==> src/design/scc_pkg.sv <==
// ----------------------------------------------------------------------------
// scc_pkg: shared constants, types and helpers
// Sizes, field widths, channel payload structs and code names used across
// the strip cluster counter.
// ----------------------------------------------------------------------------
`default_nettype none

package scc_pkg;

  localparam int CHANNELS       = 384;
  localparam int DETECTORS      = 3;
  localparam int MAX_THRESHOLDS = 16;
  localparam int CHIP_CHANNELS  = 64;

  localparam int DET_W     = 3;
  localparam int CHAN_W    = 10;
  localparam int SAMPLE_W  = 16;
  localparam int BASE_W    = 20;
  localparam int SIGMA_W   = 16;
  localparam int FRAME_W   = 10;
  localparam int TOTAL_W   = 32;
  localparam int TIDX_W    = 4;
  localparam int START_W   = 12;
  localparam int STEP_W    = 8;
  localparam int CNT_W     = 5;
  localparam int CFG_IDX_W = 2;
  localparam int CFG_DAT_W = 12;

  localparam int DEV_W  = BASE_W + 4;
  localparam int THR_W  = $clog2((2 ** START_W - 1) + (MAX_THRESHOLDS - 1) * (2 ** STEP_W - 1) + 1);
  localparam int PROD_W = THR_W + SIGMA_W;
  localparam int KI_W   = (MAX_THRESHOLDS > 1) ? $clog2(MAX_THRESHOLDS) : 1;

  localparam int POS_W     = $clog2(CHANNELS + 1);
  localparam int CH_IDX_W  = $clog2(CHANNELS);
  localparam int OFF_W     = $clog2(CHIP_CHANNELS);
  localparam int CAL_DEPTH = DETECTORS * CHANNELS;
  localparam int CAL_AW    = $clog2(CAL_DEPTH);
  localparam int TOT_DEPTH = DETECTORS * MAX_THRESHOLDS;
  localparam int TOT_AW    = (TOT_DEPTH > 1) ? $clog2(TOT_DEPTH) : 1;

  localparam int QUEUE_DEPTH = 4;
  localparam int QP_W        = $clog2(QUEUE_DEPTH);
  localparam int LVL_W       = $clog2(QUEUE_DEPTH + 1);

  typedef enum logic {
    FUNC_CAL    = 1'b0,
    FUNC_SAMPLE = 1'b1
  } func_e;

  typedef enum logic [CFG_IDX_W-1:0] {
    REG_THR_START = 2'd0,
    REG_THR_STEP  = 2'd1,
    REG_THR_COUNT = 2'd2
  } reg_index_e;

  typedef struct packed {
    logic [START_W-1:0] start;
    logic [STEP_W-1:0]  step;
    logic [CNT_W-1:0]   nthr;
  } scc_cfg_t;

  typedef struct packed {
    logic [BASE_W-1:0]  baseline;
    logic [SIGMA_W-1:0] sigma;
    logic               bad;
  } scc_cal_t;

  typedef struct packed {
    logic [DET_W-1:0]   det;
    logic [DEV_W-1:0]   dev;
    logic [SIGMA_W-1:0] sigma;
    logic               usable;
    logic               counted;
    logic               last;
  } scc_item_t;

  typedef struct packed {
    logic                                   valid;
    logic [DET_W-1:0]                       det;
    logic [MAX_THRESHOLDS-1:0][FRAME_W-1:0] counts;
  } scc_load_t;

  function automatic logic [CNT_W-1:0] active_thresholds(input logic [CNT_W-1:0] cnt);
    logic [CNT_W-1:0] n;
    n = cnt;
    if (n == '0) n = CNT_W'(1);
    if (n > CNT_W'(MAX_THRESHOLDS)) n = CNT_W'(MAX_THRESHOLDS);
    return n;
  endfunction

endpackage

`default_nettype wire

==> src/design/scc_ifs.sv <==
// ----------------------------------------------------------------------------
// scc_ifs: valid/ready channels of the strip cluster counter
// Input channel carries calibration writes and raw samples; output channel
// carries per-threshold cluster reports.
// ----------------------------------------------------------------------------
`default_nettype none


interface scc_out_if import scc_pkg::*; ();
  logic               valid;
  logic               ready;
  logic [DET_W-1:0]   out_detector;
  logic [TIDX_W-1:0]  threshold_index;
  logic [FRAME_W-1:0] frame_clusters;
  logic [TOTAL_W-1:0] total_clusters;
  logic               last_result;

  modport source (
    output valid, out_detector, threshold_index, frame_clusters, total_clusters,
    output last_result,
    input  ready
  );
  modport sink (
    input  valid, out_detector, threshold_index, frame_clusters, total_clusters,
    input  last_result,
    output ready
  );
endinterface

`default_nettype wire

==> src/design/scc_report.sv <==
// ----------------------------------------------------------------------------
// scc_report: frame-end reporter and running totals
// Walks the thresholds of a finished frame, adds each count into the
// saturating total of its detector and presents one report per threshold.
// ----------------------------------------------------------------------------
`default_nettype none

module scc_report import scc_pkg::*; (
  input  logic      clk,
  input  logic      rst,
  input  scc_cfg_t  cfg,
  input  scc_load_t load,
  output logic      rep_busy,
  scc_out_if.source result
);

  logic [TOTAL_W-1:0]   tot_mem [TOT_DEPTH];
  logic [TOT_DEPTH-1:0] tot_ok;
  logic [TOTAL_W-1:0]   tot_rd;
  logic                 tot_rd_ok;

  logic                                   busy;
  logic [DET_W-1:0]                       rdet;
  logic [MAX_THRESHOLDS-1:0][FRAME_W-1:0] rcounts;
  logic [CNT_W-1:0]                       nrep;
  logic [CNT_W-1:0]                       iss_k;

  logic              p1_valid;
  logic              p1_last;
  logic [TIDX_W-1:0] p1_k;
  logic [TOT_AW-1:0] p1_addr;

  logic               out_valid;
  logic [DET_W-1:0]   out_det;
  logic [TIDX_W-1:0]  out_k;
  logic [FRAME_W-1:0] out_frame;
  logic [TOTAL_W-1:0] out_total;
  logic               out_last;

  logic               issue;
  logic               fire;
  logic [TOT_AW-1:0]  iss_addr;
  logic [FRAME_W-1:0] cur_count;
  logic [TOTAL_W:0]   sum;
  logic [TOTAL_W-1:0] sum_sat;

  assign rep_busy = busy;

  assign fire     = p1_valid && (!out_valid || result.ready);
  assign issue    = busy && (iss_k < nrep) && (!p1_valid || fire);
  assign iss_addr = TOT_AW'(rdet) * TOT_AW'(MAX_THRESHOLDS) + TOT_AW'(iss_k);

  assign cur_count = rcounts[p1_k[KI_W-1:0]];
  assign sum       = {1'b0, (tot_rd_ok ? tot_rd : '0)} + (TOTAL_W + 1)'(cur_count);
  assign sum_sat   = sum[TOTAL_W] ? '1 : sum[TOTAL_W-1:0];

  always_ff @(posedge clk) begin
    if (issue) begin
      tot_rd    <= tot_mem[iss_addr];
      tot_rd_ok <= tot_ok[iss_addr];
    end
    if (fire) begin
      tot_mem[p1_addr] <= sum_sat;
    end
  end

  always_ff @(posedge clk) begin
    if (rst) begin
      busy      <= 1'b0;
      nrep      <= '0;
      iss_k     <= '0;
      p1_valid  <= 1'b0;
      out_valid <= 1'b0;
      tot_ok    <= '0;
    end else begin
      if (load.valid) begin
        busy  <= 1'b1;
        nrep  <= cfg.nthr;
        iss_k <= '0;
      end else begin
        if (fire && p1_last) busy <= 1'b0;
        if (issue) iss_k <= iss_k + 1'b1;
      end
      if (issue) begin
        p1_valid <= 1'b1;
      end else if (fire) begin
        p1_valid <= 1'b0;
      end
      if (fire) begin
        out_valid       <= 1'b1;
        tot_ok[p1_addr] <= 1'b1;
      end else if (result.ready) begin
        out_valid <= 1'b0;
      end
    end
  end

  always_ff @(posedge clk) begin
    if (load.valid) begin
      rdet    <= load.det;
      rcounts <= load.counts;
    end
    if (issue) begin
      p1_k    <= TIDX_W'(iss_k);
      p1_last <= iss_k == (nrep - 1'b1);
      p1_addr <= iss_addr;
    end
    if (fire) begin
      out_det   <= rdet;
      out_k     <= p1_k;
      out_frame <= cur_count;
      out_total <= sum_sat;
      out_last  <= p1_last;
    end
  end

  assign result.valid           = out_valid;
  assign result.out_detector    = out_det;
  assign result.threshold_index = out_k;
  assign result.frame_clusters  = out_frame;
  assign result.total_clusters  = out_total;
  assign result.last_result     = out_last;

  a_load_idle: assert property (@(posedge clk) disable iff (rst)
    load.valid |-> !busy)
    else $error("frame counts handed over while a report runs");

  a_done_on_last: assert property (@(posedge clk) disable iff (rst)
    (fire && p1_last) |=> !busy)
    else $error("reporter still busy after last threshold");

  a_pipe_in_report: assert property (@(posedge clk) disable iff (rst)
    p1_valid |-> busy)
    else $error("total lookup in flight outside a report");

endmodule

`default_nettype wire

==> src/flat_wrapper.sv <==
// flat-port wrapper written by rule: the top's interface ports become plain ports
module scc_report_flat import scc_pkg::*;
  (clk, rst, cfg, load, rep_busy, result_valid, result_out_detector, result_threshold_index, result_frame_clusters, result_total_clusters, result_last_result, result_ready);
  scc_out_if result_i ();
  input  logic clk;
  input  logic rst;
  input  scc_cfg_t cfg;
  input  scc_load_t load;
  output logic rep_busy;
  output wire logic [$bits(result_i.valid)-1:0] result_valid;
  output wire logic [$bits(result_i.out_detector)-1:0] result_out_detector;
  output wire logic [$bits(result_i.threshold_index)-1:0] result_threshold_index;
  output wire logic [$bits(result_i.frame_clusters)-1:0] result_frame_clusters;
  output wire logic [$bits(result_i.total_clusters)-1:0] result_total_clusters;
  output wire logic [$bits(result_i.last_result)-1:0] result_last_result;
  input wire logic [$bits(result_i.ready)-1:0] result_ready;
  assign result_valid = result_i.valid;
  assign result_out_detector = result_i.out_detector;
  assign result_threshold_index = result_i.threshold_index;
  assign result_frame_clusters = result_i.frame_clusters;
  assign result_total_clusters = result_i.total_clusters;
  assign result_last_result = result_i.last_result;
  assign result_i.ready = result_ready;
  scc_report u_core (.clk(clk), .rst(rst), .cfg(cfg), .load(load), .rep_busy(rep_busy), .result(result_i));
endmodule
==> config.mk <==
export PLATFORM = sky130hd
export DESIGN_NAME = scc_report_flat
export DESIGN_NICKNAME = d
export VERILOG_FILES = /design/src/design/scc_pkg.sv /design/src/design/scc_ifs.sv /design/src/design/scc_report.sv /design/src/flat_wrapper.sv
export SDC_FILE = /design/constraint.sdc
export NUM_CORES = 2
export LEC_CHECK = 0
export BUFFER_PORTS_ARGS = -buffer_cell sky130_fd_sc_hd__clkbuf_2
export CAP_MARGIN = 10
export CORE_MARGIN = 4
export CORE_UTILIZATION = 58
export CTS_BUF_LIST = sky130_fd_sc_hd__clkbuf_8
export DETAILED_ROUTE_END_ITERATION = 8
export GPL_TIMING_DRIVEN = 0
export PLACE_DENSITY = 0.78
export RECOVER_POWER = 50
export SLEW_MARGIN = 10
export SYNTH_ARGS = -nofsm -noshare
export SYNTH_HDL_FRONTEND = slang
export SYNTH_SLANG_ARGS = --single-unit
export TNS_END_PERCENT = 5
==> constraint.sdc <==
create_clock -name clk -period 5.5 [get_ports clk]
set_input_delay 0.825 -clock clk [delete_from_list [all_inputs] [get_ports clk]]
set_output_delay 0.825 -clock clk [all_outputs]
set_load 0.01 [all_outputs]
### Yosys cells after proc, flatten, opt, wreduce, memory -nomap -nowiden

Memory sizes are Yosys's and may differ from the RTL's. A register that Yosys moved wholly into a read port is not among the register bits.
Index checks and enable logic that the tools add are counted.

* add/sub/neg operators: 4
* $lt $le $gt $ge: 5
* equality and inequality tests: 1
* mux-type cells: 16
* bitwise operators: 1
* reduce and logical (&&, ||, !) cells: 13

Operators with widths (count)
* $mux 32: 2
* $or 48x48->48: 1
* $bmux 10 s4: 1
* $add 32x10->33: 1
* $lt 6x7->1 const B: 2
* $mux 1: 10
* $mux 10: 1
* $add 6x5->6: 1
* $bmux 1 s6: 1
* $demux 1 s6: 1
* $ge 6x1->1 const B: 1
* $reduce_bool 2->1: 3
* $add 5x1->5 const B: 1
* $eq 5x5->1: 1
* $logic_and 1x1->1: 5
* $lt 4x5->1 const B: 1
* $lt 5x5->1: 1
* $sub 5x1->5 const B: 1
* $logic_not 1->1: 2
* $logic_or 1x1->1: 2
* $reduce_or 2->1: 1

* register bits after elaboration: 286
* memory bits (writable): 1536
* input bits: 192
* logic and storage cells: 73
* memories: 1

Memory list
* u_core.tot_mem: words 48, width 32, read ports 1, clocked after Yosys merged registers in 1, write ports 1, line scc_report.sv:17 `logic [TOTAL_W-1:0] tot_mem [TOT_DEPTH];`

### Depth between registers and ports, before layout

* word-level depth: 6
* gate-level depth with buffers: 17

### Worst setup path after synthesis

OpenSTA, ideal clock, no wires.

* kind: register to register
* from: reg, netlist name u_core.p1_addr[0]
* to: reg u_core.out_total[18], in the netlist u_core.result.total_clusters[18] (data pin)
* setup time: 0.585 ns
* arrival: 5.425 ns
* required time: 4.915 ns
* slack: -0.510 ns
* stages on the path, launching flop included: 14
* period minus slack after synthesis: 6.010 ns
* path through: edfxtp_1 -> clkbuf_1 -> buf_1 -> clkbuf_1 -> mux2i_1 -> a21oi_1 -> ha_1 -> fa_1 -> a21o_1 -> a221o_1 -> a221oi_4 -> nor4_1 -> xnor2_1 -> o21ai_0

RTL lines
* to (signal assigned): line scc_report.sv:112 `out_total <= sum_sat;`
* to (decl): line scc_report.sv:37 `logic [TOTAL_W-1:0] out_total;`

==> impl_metrics.toml <==
[clock_tree]
root_buffer = "clkbuf_8"
clock-sinks = 1850
cts.htree.levels = 5
cts_tree = "built"
clock_path_buffers = 4
cts_buffers = 302
clock_latency_ns = 1.02
cts.clk_slew.worst_paths_ns = 0.06

[worst_setup_path]
worst-endpoint-required_ns = 6.17
cp_max_fo = 17
crit_type = "reg -> reg"
start_kind = "flip-flop"
end_kind = "flip-flop"
cp.arrival_ns = 6.21

[place]
numPortBuffers = 222
hpwlAfterDp_um = 131000
dp_slack_ns = -0.910
dp_cells = 5438
gp_congestion = 0.968

[final_layout]
fin_cells = 6045
drive_gt1_share_pct = 26.7
fin_nets = 4412
syn2layout_area_growth_pct = 16.1

[timing]
clock.fmax_mhz = 181
worst_clock_skew_ns = 0.0920
layout_min_cycle_time_ns = 5.54
slew-limit-headroom_pct = -208
setup_tns_ns = -1.08
finalMaxSlewViolations = 937
finalHoldWorstSlack_ns = 0.0412
fin_ws_ns = -0.0373
hold_viol_final = 0
tightest_slew_ns = 4.62
finalCritPeriodShare_pct = 101
setup_violations = 56

[grt]
antenna_found_initial = 15
grt_max_degree = 85
grt_first_pass_wirelength_um = 285000
grt_pass1_vias = 40200
grt_overflow = 0
grt_usage_pct = 30.9

[synthesis]
ys_top_cells_by_count = "1,789 x edfxtp_1, 375 x mux4_2, 249 x nor2_1"
synth_warnings = 0
async_flop_share_pct = 0
synth.area.top_cells = "edfxtp_1 75%, mux4_2 12%, mux2i_1 3.3%"
synth_edf_count = 1789
yosys.cell_count.top_type = "edfxtp_1"
synth_area_um2 = 71400
ys_seq_elements = 1850
yosysTopAreaCell = "edfxtp_1"
syn_inst = 3466
synth_top_flop_cell = "edfxtp_1"
ys_seq_area_share_pct = 77.0
syn_nets = 3677
syn_area_per_cell_um2 = 20.6
synth_top_area_share_pct = 75.3
synth_cell_types = 61

[detailed_routing]
wirelength_um = 202000
num_vias = 40500
ant_nets = 0
drtIter0Drc = 6697
viasPerCell = 6.70
wl_per_cell_um = 33.3
remaining_drc_errors = 0
drt-pass1-iter-count = 8

[pwr]
p_leak_nw = 26.5
ir_worst_vdd_v = 0.000276
total_power_w = 0.0294
powerDensity_nw_per_um2 = 354

[die]
fp-row-count = 128
initial_core_util_pct = 58.5
die_w_um = 359
boundaryPins = 244
dieHeight_um = 359
coreArea_um2 = 122000
fp.dieArea_um2 = 129000

[min_path]
hold_class = "in -> reg"

[outcome]
violations = "max-capacitance violations, max-slew violations, negative setup slack"
status = "complete, but fails checks"

[run]
drv_cap = 50
path summary, 6_finish.rpt:
kind / startpoint / endpoint / slack, ns / cells after the start
worst max-delay path: u_core.p1_addr[0] / u_core.tot_mem[37][11] / -0.04 / 14
worst min-delay path: load[148] / u_core.rcounts[148] / 0.04 / 1
worst max register to register: u_core.p1_addr[0] / u_core.tot_mem[37][11] / -0.04 / 14
worst min register to register: u_core.rdet[2] / u_core.result.out_detector[2] / 0.44 / 0
report_power, final:
part	switching [W]	internal (W)
Combinational	0.00160	0.000741
Sequential	0.0000775	0.0161
Clock	0.00530	0.00552
Total	0.00698	0.0224
flip-flops by register name, summed over array words and instances, names as in the netlist:
signal and count:
u_core.tot_mem 1536, u_core.rcounts 160, u_core.tot_ok 48, u_core.result.total_clusters 32
u_core.tot_rd 32, u_core.result.frame_clusters 10, u_core.p1_addr 6, u_core.iss_k 5
u_core.nrep 5, u_core.result.threshold_index 4, u_core.rdet 3, u_core.result.out_detector 3
u_core.p1_last 1, u_core.p1_valid 1, u_core.rep_busy 1, u_core.result.last_result 1
u_core.result.valid 1, u_core.tot_rd_ok 1
kinds of logic (layout without fill, tap and decap cells):
logic type | count (synthesis) | count (layout) | share of synthesized area [%]
and+or+nand+nor | 462 | 462 | 2.87
adders and majority gates | 19 | 19 | 0.344
AOI/OAI and AO/OA | 285 | 287 | 2.80
DFF | 1850 | 1850 | 77.0
other | 0 | 13 | 0
muxes | 625 | 627 | 15.4
xor gates and xnor gates | 24 | 24 | 0.294
buffers and inverters | 201 | 1138 | 1.35
per-stage QoR:
stage	util (%)	cell area [um^2]
6_report	67.9	82900
5_1_grt	67.9	82800
4_1_cts	68.7	83900
3_5_place_dp	63.5	77500
3_3_place_gp	61.1	74500
2_1_floorplan	-	71400
timing repair:
item,in CTS,in global routing
pin swaps,6,3
gates cloned,4,0
gates resized for setup,50,18
endpoints found under the hold margin,62,1
hold buffers,62,1
setup endpoints to repair,1568,881
buffers inserted,11,6
cell type report:
class | instances | area, um^2
Inverter | 19 | 72.6
Tap cell | 1625 | 2030
Multi-Input combinational cell | 1419 | 16100
Buffer | 182 | 933
Sequential cell | 1850 | 54900
Clock buffer | 313 | 4310
Fill cell | 7326 | 39200
Clock inverter | 197 | 965
Antenna cell | 13 | 32.5
Timing Repair Buffer | 427 | 3470
critical path, cell delays in order, from the launching register on:
cell	delay (ns)
edfxtp_1	0.56
clkbuf_2	0.27
buf_2	0.28
clkbuf_4	0.38
mux2i_1	0.16
a21oi_1	0.82
ha_1	0.46
and3_1	0.25
a221o_2	0.48
o211ai_4	0.32
or3_4	0.24
buf_6	0.26
o21ai_4	0.27
buf_16	0.28
buf_16	0.16
layout by cell type, fill, tap and decap left out, drive strengths merged, types with 17 or more instances in the layout:
master / instances
nor2: 249
o22ai: 70
edfxtp: 1789
o21ai: 31
a21oi: 51
nor3: 60
clkbuf: 672
dfxtp: 61
a2111oi: 66
inv: 124
nand3: 17
mux2i: 234
buf: 182
clkinv: 78
mux2: 18
ha: 18
dlygate4sd3: 63
nand2: 62
mux4: 375
layer usage:
layer | GRT usage (%) | vias up | wire length, um
met5 | 0 | - | 53
met4 | 15.7 | 8 | 11900
met3 | 10.8 | 716 | 28600
met2 | 46.4 | 3453 | 93000
met1 | 40.5 | 20500 | 68000
li1 | - | 15900 | -
Note: power is estimated with default switching activity, not from simulation.
