File: src/design/scc_pkg.sv
// ----------------------------------------------------------------------------
// scc_pkg: shared constants, types and helpers
// Sizes, field widths, channel payload structs and code names used across
// the strip cluster counter.
// ----------------------------------------------------------------------------
`default_nettype none

package scc_pkg;

  localparam int CHANNELS       = 384;
  localparam int DETECTORS      = 3;
  localparam int MAX_THRESHOLDS = 16;
  localparam int CHIP_CHANNELS  = 64;

  localparam int DET_W     = 3;
  localparam int CHAN_W    = 10;
  localparam int SAMPLE_W  = 16;
  localparam int BASE_W    = 20;
  localparam int SIGMA_W   = 16;
  localparam int FRAME_W   = 10;
  localparam int TOTAL_W   = 32;
  localparam int TIDX_W    = 4;
  localparam int START_W   = 12;
  localparam int STEP_W    = 8;
  localparam int CNT_W     = 5;
  localparam int CFG_IDX_W = 2;
  localparam int CFG_DAT_W = 12;

  localparam int DEV_W  = BASE_W + 4;
  localparam int THR_W  = $clog2((2 ** START_W - 1) + (MAX_THRESHOLDS - 1) * (2 ** STEP_W - 1) + 1);
  localparam int PROD_W = THR_W + SIGMA_W;
  localparam int KI_W   = (MAX_THRESHOLDS > 1) ? $clog2(MAX_THRESHOLDS) : 1;

  localparam int POS_W     = $clog2(CHANNELS + 1);
  localparam int CH_IDX_W  = $clog2(CHANNELS);
  localparam int OFF_W     = $clog2(CHIP_CHANNELS);
  localparam int CAL_DEPTH = DETECTORS * CHANNELS;
  localparam int CAL_AW    = $clog2(CAL_DEPTH);
  localparam int TOT_DEPTH = DETECTORS * MAX_THRESHOLDS;
  localparam int TOT_AW    = (TOT_DEPTH > 1) ? $clog2(TOT_DEPTH) : 1;

  localparam int QUEUE_DEPTH = 4;
  localparam int QP_W        = $clog2(QUEUE_DEPTH);
  localparam int LVL_W       = $clog2(QUEUE_DEPTH + 1);

  typedef enum logic {
    FUNC_CAL    = 1'b0,
    FUNC_SAMPLE = 1'b1
  } func_e;

  typedef enum logic [CFG_IDX_W-1:0] {
    REG_THR_START = 2'd0,
    REG_THR_STEP  = 2'd1,
    REG_THR_COUNT = 2'd2
  } reg_index_e;

  typedef struct packed {
    logic [START_W-1:0] start;
    logic [STEP_W-1:0]  step;
    logic [CNT_W-1:0]   nthr;
  } scc_cfg_t;

  typedef struct packed {
    logic [BASE_W-1:0]  baseline;
    logic [SIGMA_W-1:0] sigma;
    logic               bad;
  } scc_cal_t;

  typedef struct packed {
    logic [DET_W-1:0]   det;
    logic [DEV_W-1:0]   dev;
    logic [SIGMA_W-1:0] sigma;
    logic               usable;
    logic               counted;
    logic               last;
  } scc_item_t;

  typedef struct packed {
    logic                                   valid;
    logic [DET_W-1:0]                       det;
    logic [MAX_THRESHOLDS-1:0][FRAME_W-1:0] counts;
  } scc_load_t;

  function automatic logic [CNT_W-1:0] active_thresholds(input logic [CNT_W-1:0] cnt);
    logic [CNT_W-1:0] n;
    n = cnt;
    if (n == '0) n = CNT_W'(1);
    if (n > CNT_W'(MAX_THRESHOLDS)) n = CNT_W'(MAX_THRESHOLDS);
    return n;
  endfunction

endpackage

`default_nettype wire

File: src/design/scc_queue.sv
// ----------------------------------------------------------------------------
// scc_queue: short item queue between front and threshold lanes
// Registered circular buffer; lets the front and the lanes stall apart.
// ----------------------------------------------------------------------------
`default_nettype none

module scc_queue import scc_pkg::*; (
  input  logic             clk,
  input  logic             rst,
  input  logic             push,
  input  scc_item_t        push_item,
  input  logic             pop,
  output scc_item_t        head,
  output logic             head_valid,
  output logic [LVL_W-1:0] level
);

  scc_item_t        slots [QUEUE_DEPTH];
  logic [QP_W-1:0]  wptr;
  logic [QP_W-1:0]  rptr;

  function automatic logic [QP_W-1:0] bump(input logic [QP_W-1:0] p);
    return (p == QP_W'(QUEUE_DEPTH - 1)) ? '0 : p + 1'b1;
  endfunction

  assign head       = slots[rptr];
  assign head_valid = level != '0;

  always_ff @(posedge clk) begin
    if (push) begin
      slots[wptr] <= push_item;
    end
  end

  always_ff @(posedge clk) begin
    if (rst) begin
      wptr  <= '0;
      rptr  <= '0;
      level <= '0;
    end else begin
      if (push) wptr <= bump(wptr);
      if (pop)  rptr <= bump(rptr);
      if (push && !pop) begin
        level <= level + 1'b1;
      end else if (pop && !push) begin
        level <= level - 1'b1;
      end
    end
  end

  a_no_overflow: assert property (@(posedge clk) disable iff (rst)
    push |-> (level != LVL_W'(QUEUE_DEPTH)))
    else $error("queue push while full");

  a_no_underflow: assert property (@(posedge clk) disable iff (rst)
    pop |-> (level != '0))
    else $error("queue pop while empty");

endmodule

`default_nettype wire

File: config.mk
export PLATFORM = sky130hd
export DESIGN_NAME = scc_queue
export DESIGN_NICKNAME = d
export VERILOG_FILES = /design/src/design/scc_pkg.sv /design/src/design/scc_queue.sv
export SDC_FILE = /design/constraint.sdc
export NUM_CORES = 1
export LEC_CHECK = 0
export BUFFER_PORTS_ARGS = -buffer_cell sky130_fd_sc_hd__buf_2
export CAP_MARGIN = 10
export CORE_MARGIN = 2
export CORE_UTILIZATION = 57
export DETAILED_ROUTE_END_ITERATION = 6
export PLACE_DENSITY_LB_ADDON = 0.25
export SLEW_MARGIN = 20
export SYNTH_ARGS = -nofsm -noshare
export SYNTH_HDL_FRONTEND = slang
export SYNTH_SLANG_ARGS = --single-unit
File: constraint.sdc
create_clock -name clk -period 2.4 [get_ports clk]
set_input_delay 0 -clock clk [delete_from_list [all_inputs] [get_ports clk]]
set_output_delay 0 -clock clk [all_outputs]
set_load 0.01 [all_outputs]
# Word level (Yosys, flattened, before mapping)
# Memory sizes are Yosys's and may differ from the RTL's. A register that Yosys moved wholly into a read port is not among the register bits.
# Index checks and enable logic that the tools add are counted.
[classes] addsub=4 n_eq_ne=2 n_mux=8 n_reduce_logical=6
[ops] operator="two-way mux 2 bit" n=4
[ops] operator="two-way mux 3 bit" n=2
[ops] operator="adder 2 x 1 -> 2 bit (second input constant)" n=2
[ops] operator="== test 2 bit (second input constant)" n=2
[ops] operator="adder 3 x 1 -> 3 bit (second input constant)" n=1
[ops] operator="nonzero test 3 bit" n=1
[ops] operator="subtractor 3 x 1 -> 3 bit (second input constant)" n=1
[ops] operator="logical AND 1 bit" n=2
[ops] operator="zero test 1 bit" n=2
[ops] operator="two-way mux 1 bit" n=2
[ops] operator="nonzero test 2 bit" n=1
[totals] reg_bits=7 mem_bits_rw=184 inputBits=50 n_memories=1
[memory_table] memory="slots" words=4 width=46 read_ports=1 rd_ports_with_merged_regs=1 wr=1 line="scc_queue.sv:18" rtl="scc_item_t slots [QUEUE_DEPTH];"

# Logic depth before layout (Yosys ltp)
# Gate-level depths: netlist of the first run.
[logic_depth] depth_word=4 mapped_depth=7

# Least setup slack after synthesis of the first run
# Ideal clock, no wire load.
[synth_path] path_kind="register -> register" from="register wptr[0]" to="memory slots[3][0] in the netlist's numbering (enable)" setup_ns=0.408 arrival_time_ns=1.654 required_ns=1.992 setup_slack_ns=0.338 path_stages_with_launch=3 n_path_buf=0 synth_period_minus_slack_ns=2.062 cell_sequence="dfxtp_1 ha_1 and2_1"
[synth_rtl] element="start, declared" line="scc_queue.sv:19" rtl="logic [QP_W-1:0] wptr;"
[synth_rtl] element="start signal, assigned" line="scc_queue.sv:41" rtl="if (push) wptr <= bump(wptr);"
[synth_rtl] element="end, declared" line="scc_queue.sv:18"
# Straight into the memory's write port.

==> results.cfg, run 1 <==
[die]
num_rows = 40
top_level_ports = 100
coreArea_sq_um = 12100
fp.dieArea_sq_um = 13400
die_x_microns = 116
initial_utilization_pct = 58.9
die_h_microns = 116

[global_route]
grt.total_usage_pct = 20.5
first_global_vias = 3655
grt_max_degree = 47
grt_first_pass_wirelength_microns = 19400
grt.overflow.total = 0
antenna_violations_before_repair = 0

[sta]
finalCritPeriodShare_pct = 83.1
layout_min_cycle_time_ns = 1.99
grt_setup_unrepaired = no
totalNegativeSetupSlack_ns = 0
timing_hold_violations_final = 0
hold_slack_ns = 0.328
maxSlewViolCount = 0
worst_setup_margin_ns = 0.406
setup_viol = 0
slew_headroom_pct = 79.7
clock_skew_after_layout_ns = 0.00688
worst_pin_slew_ns = 0.304
fmaxAchievable_ghz = 0.501

[worst_setup_path]
chain_of_cells_forming_the_critical_path = buf_4 -> mux4_1 -> buf_2
cp_max_fo = 12
cp_slowest_stage_delay_ns = 0.59
worstSetupEndpointType = primary output
worst-setup-path-type = register to primary output
worst-endpoint-arrival_ns = 1.99
startpoint_type = register
worst_ep_required_time_ns = 2.40
slowest_stage = sky130_fd_sc_hd__mux4_1

[yosys]
count_of_synthesis_stage_warnings_from_yosys = 0
post-synth-top-area-fraction_pct = 77.4
synth_top_cells_by_area = sky130_fd_sc_hd__edfxtp_1, sky130_fd_sc_hd__mux4_2, sky130_fd_sc_hd__dfxtp_1
post_synth_num_cell_types = 19
synthesis.nets = 341
cell_area_synth_sq_um = 7140
avgSynthCellArea_sq_um = 25.1
synthFlopType = sky130_fd_sc_hd__edfxtp_1
ys_top_cells_by_count = sky130_fd_sc_hd__edfxtp_1, sky130_fd_sc_hd__mux4_2, sky130_fd_sc_hd__dfxtp_1
syn_inst = 284
ys_seq_area_share_pct = 79.9
synth_enable_flop_cells = 184
synth_seq_cells = 193
post-synth-top-count-cell = sky130_fd_sc_hd__edfxtp_1
ys_async_sr_fraction_pct = 0
synth_largest_area_cell = sky130_fd_sc_hd__edfxtp_1

[finish]
net_count_of_the_finished_layout = 507
finalInstanceArea_sq_um = 8930
layout_cells_sized_above_1_pct = 39.7
fillCellCount = 716
area_growth_syn_to_layout_pct = 25.2
diodes = 0
layout.cells.non_filler = 631

[cts]
clk_pin_slew_worst_paths_ns = 0.07
worstSkewPairLatency_ns = 0.43
post_cts_resize_count = 0
cts_tree = built
clk_tree_root_cell = sky130_fd_sc_hd__clkbuf_16
cts.sinks = 193
cts.htree.levels = 4
cts-buffers-inserted = 17
cts.path.max_buffers = 2

[routing]
routed_wire_length_per_instance_microns = 20.1
drc_errors = 0
antenna_left = 0
dr_total_vias = 3392
total_iterations_of_the_first_detailed_routing_run = 4
postRouteWirelength_microns = 12700
via_per_inst = 5.38
dr.first_iter.drc_count = 324

[min_path]
timing.hold.worst.class = input pin to register

[place]
port-buffer-count = 99
postPlaceCellArea_sq_um = 7870
dp_hpwl_microns = 6800
finalWeightedCongestion = 0.718
place_inst = 549
post-place-ws_ns = 0.840

[power_and_ir_drop]
ir_drop_mv = 0.426
cell_pwr_density_nw_per_um2 = 808
leakage_uw = 0.00311

[job]
drv_cap = 0

[status]
run_status = completed
[per-layer routing]
layer,vias to the layer above,global-route usage (%),wire [microns]
li1,1541,-,-
met1,1760,25.2,5200
met2,83,34.9,6900
met3,8,5.60,475
met4,0,8.17,134
met5,-,0,0
[cell families (layout without fill, tap and decap cells)]
kind of cell,Yosys count,in the layout,share of synthesized area [%]
multiplexers,49,49,15.3
XOR/XNOR,2,2,0.245
buffers and inverters,15,194,1.89
AO/OA/AOI/OAI,4,4,0.280
AND/OR/NAND/NOR,14,14,1.05
flip-flops,193,193,79.9
adder cells (fa/ha/maj),7,7,1.33
[critical path, delay by kind of cell, from the launching register on]
| kind | cells | cell delay [ns] |
|---|---|---|
| buffers and inverters | 2 | 0.47 |
| multiplexers | 1 | 0.59 |
| flip-flops | 1 | 0.50 |
[timing repair]
item                                   CTS  global route
endpoints found under the hold margin  193             0
hold buffers                            50             0
setup buffers                            0             0
[area by class of cell]
class                   instances  area [sq um]  area share (%)
inverters                       5          18.8           0.210
well taps                     168           210            2.35
clock inverters                15           138            1.54
flip-flops and latches        193          5710            63.9
repair buffers                157          1130            12.7
multi-input cells              76          1300            14.6
clock buffers                  17           425            4.76
[worst paths after layout]
path	depth (start not counted)	end	slack, ns	start
worst min register to register	2	level[2]	0.52	level[2]
worst max register to register	4	level[2]	0.91	level[0]
worst min-delay path	2	slots[3][40]	0.33	push_item[40]
worst max-delay path	3	head[31]	0.41	register
[cell usage in the layout (no fill, tap or decap), drive strengths merged]
cell type    count
nor2             6
or3              2
fa               1
dfxtp            9
edfxtp         184
inv              7
mux4            46
nor3b            2
ha               6
clkinv          10
dlygate4sd3     50
buf            107
and2             4
a21oi            3
mux2i            3
bufinv           1
o21ai            1
xor2             2
clkinvlp         2
clkbuf          17
[report_power, final]
| part | internal (uW) | switching [uW] |
|---|---|---|
| registers | 3840 | 52.3 |
| clock network | 1440 | 1210 |
| logic | 352 | 337 |
[state kept, by name, summed over array words and instances, names as in the netlist, named ones only]
register  count
slots       184
level         3
rptr          2
wptr          2
[per-stage QoR]
stage                     total power (uW)  util [%]
after detailed placement              4590      65.0
after floorplan                       4320         -
after CTS                             7260      73.8
after global routing                  7480      73.8
after global placement                4570      65.0
final                                 7220      73.8
Power figures use the tool's default switching activity.
==> run 2: changes to the inputs <==
--- a/config.mk
+++ b/config.mk
@@ -5,10 +5,11 @@
 export SDC_FILE = /design/constraint.sdc
 export NUM_CORES = 1
 export LEC_CHECK = 0
+export ABC_AREA = 1
 export BUFFER_PORTS_ARGS = -buffer_cell sky130_fd_sc_hd__buf_2
 export CAP_MARGIN = 10
 export CORE_MARGIN = 2
-export CORE_UTILIZATION = 57
+export CORE_UTILIZATION = 51
 export DETAILED_ROUTE_END_ITERATION = 6
 export PLACE_DENSITY_LB_ADDON = 0.25
 export SLEW_MARGIN = 20
==> constraint.sdc (replaced) <==
create_clock -name clk -period 1.6 [get_ports clk]
set_input_delay 0 -clock clk [delete_from_list [all_inputs] [get_ports clk]]
set_output_delay 0 -clock clk [all_outputs]
set_load 0.01 [all_outputs]
==> run 2 against run 1 <==
  * The flow now finishes with violations (setup timing)
  * Via count is 40% higher
  * Routed wire length is 29% higher
  * Critical path depth is 2 higher
  * Power is 62% higher
  * Synthesized cell count is 78% higher
  * Utilization is 4.4 points lower
  * First-iteration DRC count is 43% higher
  * Largest power group unchanged
==> results.cfg, run 2 <==
[yosys]
synth_compound_area_share_pct = 10.8
synth_top_family_by_area = compound AO/OA/AOI/OAI gates
synth_seq_cells = 193
synth_largest_area_cell = sky130_fd_sc_hd__edfxtp_1
avgSynthCellArea_sq_um = 14.4
post-synth-top-area-fraction_pct = 75.9
post-synth-top-count-cell = sky130_fd_sc_hd__edfxtp_1
cell_area_synth_sq_um = 7280
ys_seq_area_share_pct = 78.4
synth-simple-area-share_pct = 5.91
synth_top_cells_by_area = sky130_fd_sc_hd__edfxtp_1, sky130_fd_sc_hd__nor2_1, sky130_fd_sc_hd__o21ai_0
ys_async_sr_fraction_pct = 0
synth_xor_xnor_area_share_pct = 0
count_of_synthesis_stage_warnings_from_yosys = 0
post_synth_fa_ha_maj_area_fraction_pct = 1.31
synthesis.nets = 562
synthFlopType = sky130_fd_sc_hd__edfxtp_1
post_synth_mux_area_share_pct = 0
ys_top_cells_by_count = sky130_fd_sc_hd__edfxtp_1, sky130_fd_sc_hd__nor2_1, sky130_fd_sc_hd__o21ai_0, sky130_fd_sc_hd__o22ai_1, sky130_fd_sc_hd__o21ai_1
post_synth_num_cell_types = 20
synth_enable_flop_cells = 184
syn_inst = 505

[global_route]
grt.overflow.total = 0
grt_first_pass_wirelength_microns = 23000
first_global_vias = 4674
grt.total_usage_pct = 21.0
grt_max_degree = 41
antenna_violations_before_repair = 0

[finish]
finalCoreUtilization_pct = 69.4
flip_flop_count_of_the_largest_register_all_copies_and_words_added = 184
multi_input_area_sq_um = 1510
max_flop_register = slots
fillCellCount = 918
net_count_of_the_finished_layout = 726
mostFrequentLayoutCells = sky130_fd_sc_hd__edfxtp_1, sky130_fd_sc_hd__buf_2, sky130_fd_sc_hd__nor2_1, sky130_fd_sc_hd__dlygate4sd3_1, sky130_fd_sc_hd__o21ai_0
area_growth_syn_to_layout_pct = 32.9
layout_cells_sized_above_1_pct = 31.7
flip_flop_and_latch_area_sq_um = 5710
layout.cells.most_common = sky130_fd_sc_hd__edfxtp_1
largestRegisters = slots x184, level x3
diodes = 0

[worst_setup_path]
worstSetupEndpointType = primary output
worst_r2r_path_depth = 4
end_of_the_worst_register_to_register_path = slots[3][10]
cp_max_fo = 10
worst-endpoint-arrival_ns = 1.62
cp-endpoint = head[42]
worst_ep_required_time_ns = 1.60
worst-setup-path-type = register to primary output
reg2reg_setup_slack_ns = 0.30
startpoint_type = register
r2r-start = wptr[0]

[power_and_ir_drop]
power_total_uw = 11700
cell_pwr_density_nw_per_um2 = 1210
ir_drop_mv = 0.762
leakage_uw = 0.00348

[cts]
cts.htree.levels = 4
cts-buffers-inserted = 17
clk_tree_root_cell = sky130_fd_sc_hd__clkbuf_16
cts.path.max_buffers = 2
worstSkewPairLatency_ns = 0.44
clk_pin_slew_worst_paths_ns = 0.07
cts.sinks = 193
cts_tree = built

[place]
dp_hpwl_microns = 8080
port-buffer-count = 99
finalWeightedCongestion = 0.743

[die]
top_level_ports = 100
initial_utilization_pct = 52.2
die_x_microns = 123
num_rows = 43
coreArea_sq_um = 13900
fp.dieArea_sq_um = 15200
die_h_microns = 123

[min_path]
timing.hold.worst.class = input pin to register
timing.hold.worst.start = push_item[11]

[sta]
slew_headroom_pct = 83.8
setup_viol = 7
hold_slack_ns = 0.313
maxSlewViolCount = 0
grt_setup_unrepaired = yes
fmaxAchievable_ghz = 0.616
clock_skew_after_layout_ns = 0.00480
layout_min_cycle_time_ns = 1.62
timing_hold_violations_final = 0
finalCritPeriodShare_pct = 101
worst_pin_slew_ns = 0.241
worst_setup_margin_ns = -0.0221

[routing]
routed_wire_length_per_instance_microns = 19.1
dr_total_vias = 4741
dr.first_iter.drc_count = 462
total_iterations_of_the_first_detailed_routing_run = 4
via_per_inst = 5.51
antenna_left = 0
drc_errors = 0
postRouteWirelength_microns = 16500

[status]
run_status = finished with violations
violations = setup timing

[job]
drv_cap = 0
## run 2: cell types whose count changed after synthesis, moves of 10 or more
cell | previous run | this run
sky130_fd_sc_hd__clkbuf_1 | 0 | 11
sky130_fd_sc_hd__o21ai_1 | 0 | 34
sky130_fd_sc_hd__mux4_2 | 40 | 0
sky130_fd_sc_hd__nor2_1 | 6 | 100
sky130_fd_sc_hd__o21ai_0 | 1 | 62
sky130_fd_sc_hd__o22ai_1 | 0 | 46
sky130_fd_sc_hd__inv_1 | 5 | 15
## run 2: cell type report
class / count / area share [%]
Clock buffer: 17 / 4.40
Clock inverter: 14 / 1.95
Inverter: 17 / 0.970
Multi-Input combinational cell: 266 / 15.6
Sequential cell: 193 / 59.1
Tap cell: 180 / 2.33
Timing Repair Buffer: 174 / 15.7
## run 2: worst max-delay path, stage by stage, from the launching register on
cell                       delay [ns]
sky130_fd_sc_hd__dfxtp_4         0.46
sky130_fd_sc_hd__clkinv_8        0.14
sky130_fd_sc_hd__buf_16          0.18
sky130_fd_sc_hd__o21ai_1         0.14
sky130_fd_sc_hd__o22ai_1         0.10
sky130_fd_sc_hd__buf_2           0.16
## run 2: repair_timing
item,in CTS,in global routing
pin swaps,2,0
cloned,4,5
setup endpoints to repair,33,43
buffers inserted,2,1
hold buffers,49,0
resized for setup,21,67
hold endpoints to repair,193,0
## run 2: logic make-up after synthesis
| family | count (synthesis) |
|---|---|
| AND/OR/NAND/NOR | 113 |
| flip-flops | 193 |
| buffers and inverters | 46 |
| AO/OA/AOI/OAI | 146 |
| adder cells (fa/ha/maj) | 7 |
## run 2: worst min-delay path by stage
stage              endpoint  cells past startpoint
2_1_floorplan       wptr[0]                      1
3_3_place_gp   slots[2][36]                      1
3_5_place_dp   slots[3][40]                      1
4_1_cts        slots[3][40]                      2
5_1_grt        slots[0][30]                      2
6_report       slots[2][11]                      2
## run 2: layer usage
| metal | vias to the layer above | global-route usage (%) | wire, microns |
|---|---|---|---|
| li1 | 2212 | - | - |
| met3 | 23 | 6.50 | 981 |
| met5 | - | 0 | 0 |
| met4 | 0 | 9.23 | 260 |
| met2 | 143 | 36.9 | 8600 |
| met1 | 2363 | 23.5 | 6610 |
## run 2: metrics by stage
step	TNS, ns	cells	area, sq um	worst slack (ns)
2_1_floorplan	-9.79	505	7310	-0.0551
3_3_place_gp	0	771	8100	0.342
3_5_place_dp	0	771	8100	0.316
4_1_cts	-0.0104	857	9410	-0.00623
5_1_grt	-2.13	861	9670	-0.0800
6_report	-0.0638	861	9670	-0.0221
## run 2: where the power goes
group / total (uW) / internal [uW] / switching (uW) / leakage (uW)
Combinational: 1460 / 633 / 830 / 0.00143
Sequential: 5850 / 5760 / 82.4 / 0.00177
Clock: 4370 / 2600 / 1770 / 0.000286
==> run 3: changes to the inputs <==
--- a/config.mk
+++ b/config.mk
@@ -9,7 +9,7 @@
 export BUFFER_PORTS_ARGS = -buffer_cell sky130_fd_sc_hd__buf_2
 export CAP_MARGIN = 10
 export CORE_MARGIN = 2
-export CORE_UTILIZATION = 51
+export CORE_UTILIZATION = 57
 export DETAILED_ROUTE_END_ITERATION = 6
 export PLACE_DENSITY_LB_ADDON = 0.25
 export SLEW_MARGIN = 20
==> constraint.sdc (replaced) <==
create_clock -name clk -period 1.7 [get_ports clk]
set_input_delay 0 -clock clk [delete_from_list [all_inputs] [get_ports clk]]
set_output_delay 0 -clock clk [all_outputs]
set_load 0.01 [all_outputs]
==> run 3 against run 2 <==
  * The flow now finishes without violations
  * Via count down 1.6%
  * Flip-flop and latch count did not move
  * Design area shrank 5.1%
  * Power decreased by 8.1%
  * Clock power shrank 7.1%
  * Sequential power fell by 6.2%
  * Utilization up 3.6 points
  * Critical endpoint is now head[45]
  * Clock skew up 0.0018 ns
  * Sequential share of layout area rose by 3.1 points
  * Critical path depth is 1 lower
==> results.cfg, run 3 (synthesized netlist as in run 2, its figures left out) <==
[finish]
largestRegisters = slots x184, level x3
fillCellCount = 782
max_flop_register = slots
multi_input_area_sq_um = 1330
layout.cells.most_common = sky130_fd_sc_hd__edfxtp_1
flip_flop_and_latch_area_sq_um = 5710
flip_flop_count_of_the_largest_register_all_copies_and_words_added = 184
diodes = 0
layout.cells.non_filler = 845
finalCoreUtilization_pct = 73.0
net_count_of_the_finished_layout = 717
mostFrequentLayoutCells = sky130_fd_sc_hd__edfxtp_1, sky130_fd_sc_hd__nor2_1, sky130_fd_sc_hd__buf_2, sky130_fd_sc_hd__o21ai_0, sky130_fd_sc_hd__dlygate4sd3_1
area_growth_syn_to_layout_pct = 26.1
layout_cells_sized_above_1_pct = 23.2

[power_and_ir_drop]
leakage_uw = 0.00331
power_total_uw = 10700
ir_drop_mv = 0.854
cell_pwr_density_nw_per_um2 = 1170

[die]
top_level_ports = 100
initial_utilization_pct = 57.9
num_rows = 41
fp.dieArea_sq_um = 13700
coreArea_sq_um = 12600
die_x_microns = 117
die_h_microns = 117

[worst_setup_path]
worst-setup-path-type = register to primary output
r2r-start = wptr[1]
cp_max_fo = 44
worst_ep_required_time_ns = 1.70
worstSetupEndpointType = primary output
worst_r2r_path_depth = 5
startpoint_type = register
worst-endpoint-arrival_ns = 1.63
reg2reg_setup_slack_ns = 0.27
end_of_the_worst_register_to_register_path = slots[1][19]

[min_path]
timing.hold.worst.class = input pin to register
worstHoldPathCells = 3
capture_endpoint_of_the_worst_hold_path = wptr[0]
timing.hold.worst.start = rst

[sta]
setup_viol = 0
slew_headroom_pct = 76.3
layout_min_cycle_time_ns = 1.63
finalCritPeriodShare_pct = 95.8
maxSlewViolCount = 0
clock_skew_after_layout_ns = 0.00657
worst_setup_margin_ns = 0.0708
totalNegativeSetupSlack_ns = 0
fmaxAchievable_ghz = 0.614
grt_setup_unrepaired = yes
worst_pin_slew_ns = 0.355
timing_hold_violations_final = 0

[global_route]
antenna_violations_before_repair = 0
grt.total_usage_pct = 22.4
grt.overflow.total = 0
grt_first_pass_wirelength_microns = 22400
first_global_vias = 4574
grt_max_degree = 59

[status]
run_status = completed

[routing]
dr_total_vias = 4665
drc_errors = 0
via_per_inst = 5.52
total_iterations_of_the_first_detailed_routing_run = 4
postRouteWirelength_microns = 14900
antenna_left = 0
routed_wire_length_per_instance_microns = 17.6
dr.first_iter.drc_count = 419

[place]
post-place-ws_ns = 0.301
place_inst = 763
port-buffer-count = 99
dp_hpwl_microns = 8280
finalWeightedCongestion = 0.736

[job]
drv_cap = 0

[cts]
clk_tree_root_cell = sky130_fd_sc_hd__clkbuf_16
clk_pin_slew_worst_paths_ns = 0.07
cts.sinks = 193
cts.htree.levels = 4
worstSkewPairLatency_ns = 0.43
cts_tree = built
cts.path.max_buffers = 2
cts-buffers-inserted = 17
==> run 3: how the worst max path moves through the flow <==
stage                         from            to  depth (start not counted)
final                     register      head[45]                          4
after global routing      register      head[45]                          4
after CTS                 register      head[45]                          4
after detailed placement   wptr[1]  slots[1][24]                          5
after global placement     wptr[1]  slots[1][24]                          5
after floorplan            wptr[0]   slots[0][0]                          4
==> run 3: what timing repair did <==
action,CTS,global route
gates resized for setup,3,7
hold endpoints to repair,193,0
cloned,0,1
buffers inserted,0,0
pin swaps,0,0
setup endpoints to repair,17,4
hold buffers,49,0
==> run 3: report_power, final <==
part | internal (uW) | switching, uW | total (uW)
clock | 2450 | 1610 | 4060
sequential | 5430 | 64.1 | 5490
combinational | 471 | 703 | 1170
total | 8350 | 2380 | 10700
==> run 3: final cells by class <==
class                      count  area share, %
sequential                   193           62.2
multi-input combinational    266           14.5
timing repair buffer         165           13.4
clock buffer                  18           4.68
tap                          172           2.34
clock inverter                14           2.04
inverter                      17          0.859
==> run 3: per-stage QoR <==
| stage | instance area (sq um) | hold WS (ns) |
|---|---|---|
| 3_5_place_dp | 8000 | 0.193 |
| 4_1_cts | 9120 | 0.302 |
| 3_3_place_gp | 8000 | 0.195 |
| 5_1_grt | 9180 | 0.319 |
| 2_1_floorplan | 7300 | 0.0650 |
| 6_report | 9180 | 0.304 |
==> run 3: worst max-delay path, cell delays in order, from the launching register on <==
cell and delay (ns):
sky130_fd_sc_hd__dfxtp_2 0.40, sky130_fd_sc_hd__buf_12 0.23, sky130_fd_sc_hd__o21ai_0 0.13, sky130_fd_sc_hd__o22ai_1 0.25, sky130_fd_sc_hd__buf_2 0.18
==> run 3: metal layers <==
metal	part of all wire, %	vias to the layer above	track usage [%]	wire [microns]
li1	-	2190	-	-
met3	6.9	28	5.30	1020
met2	51	199	37.4	7650
met4	1.6	0	9.10	242
met1	40	2248	28.5	5990
met5	0	-	0	0
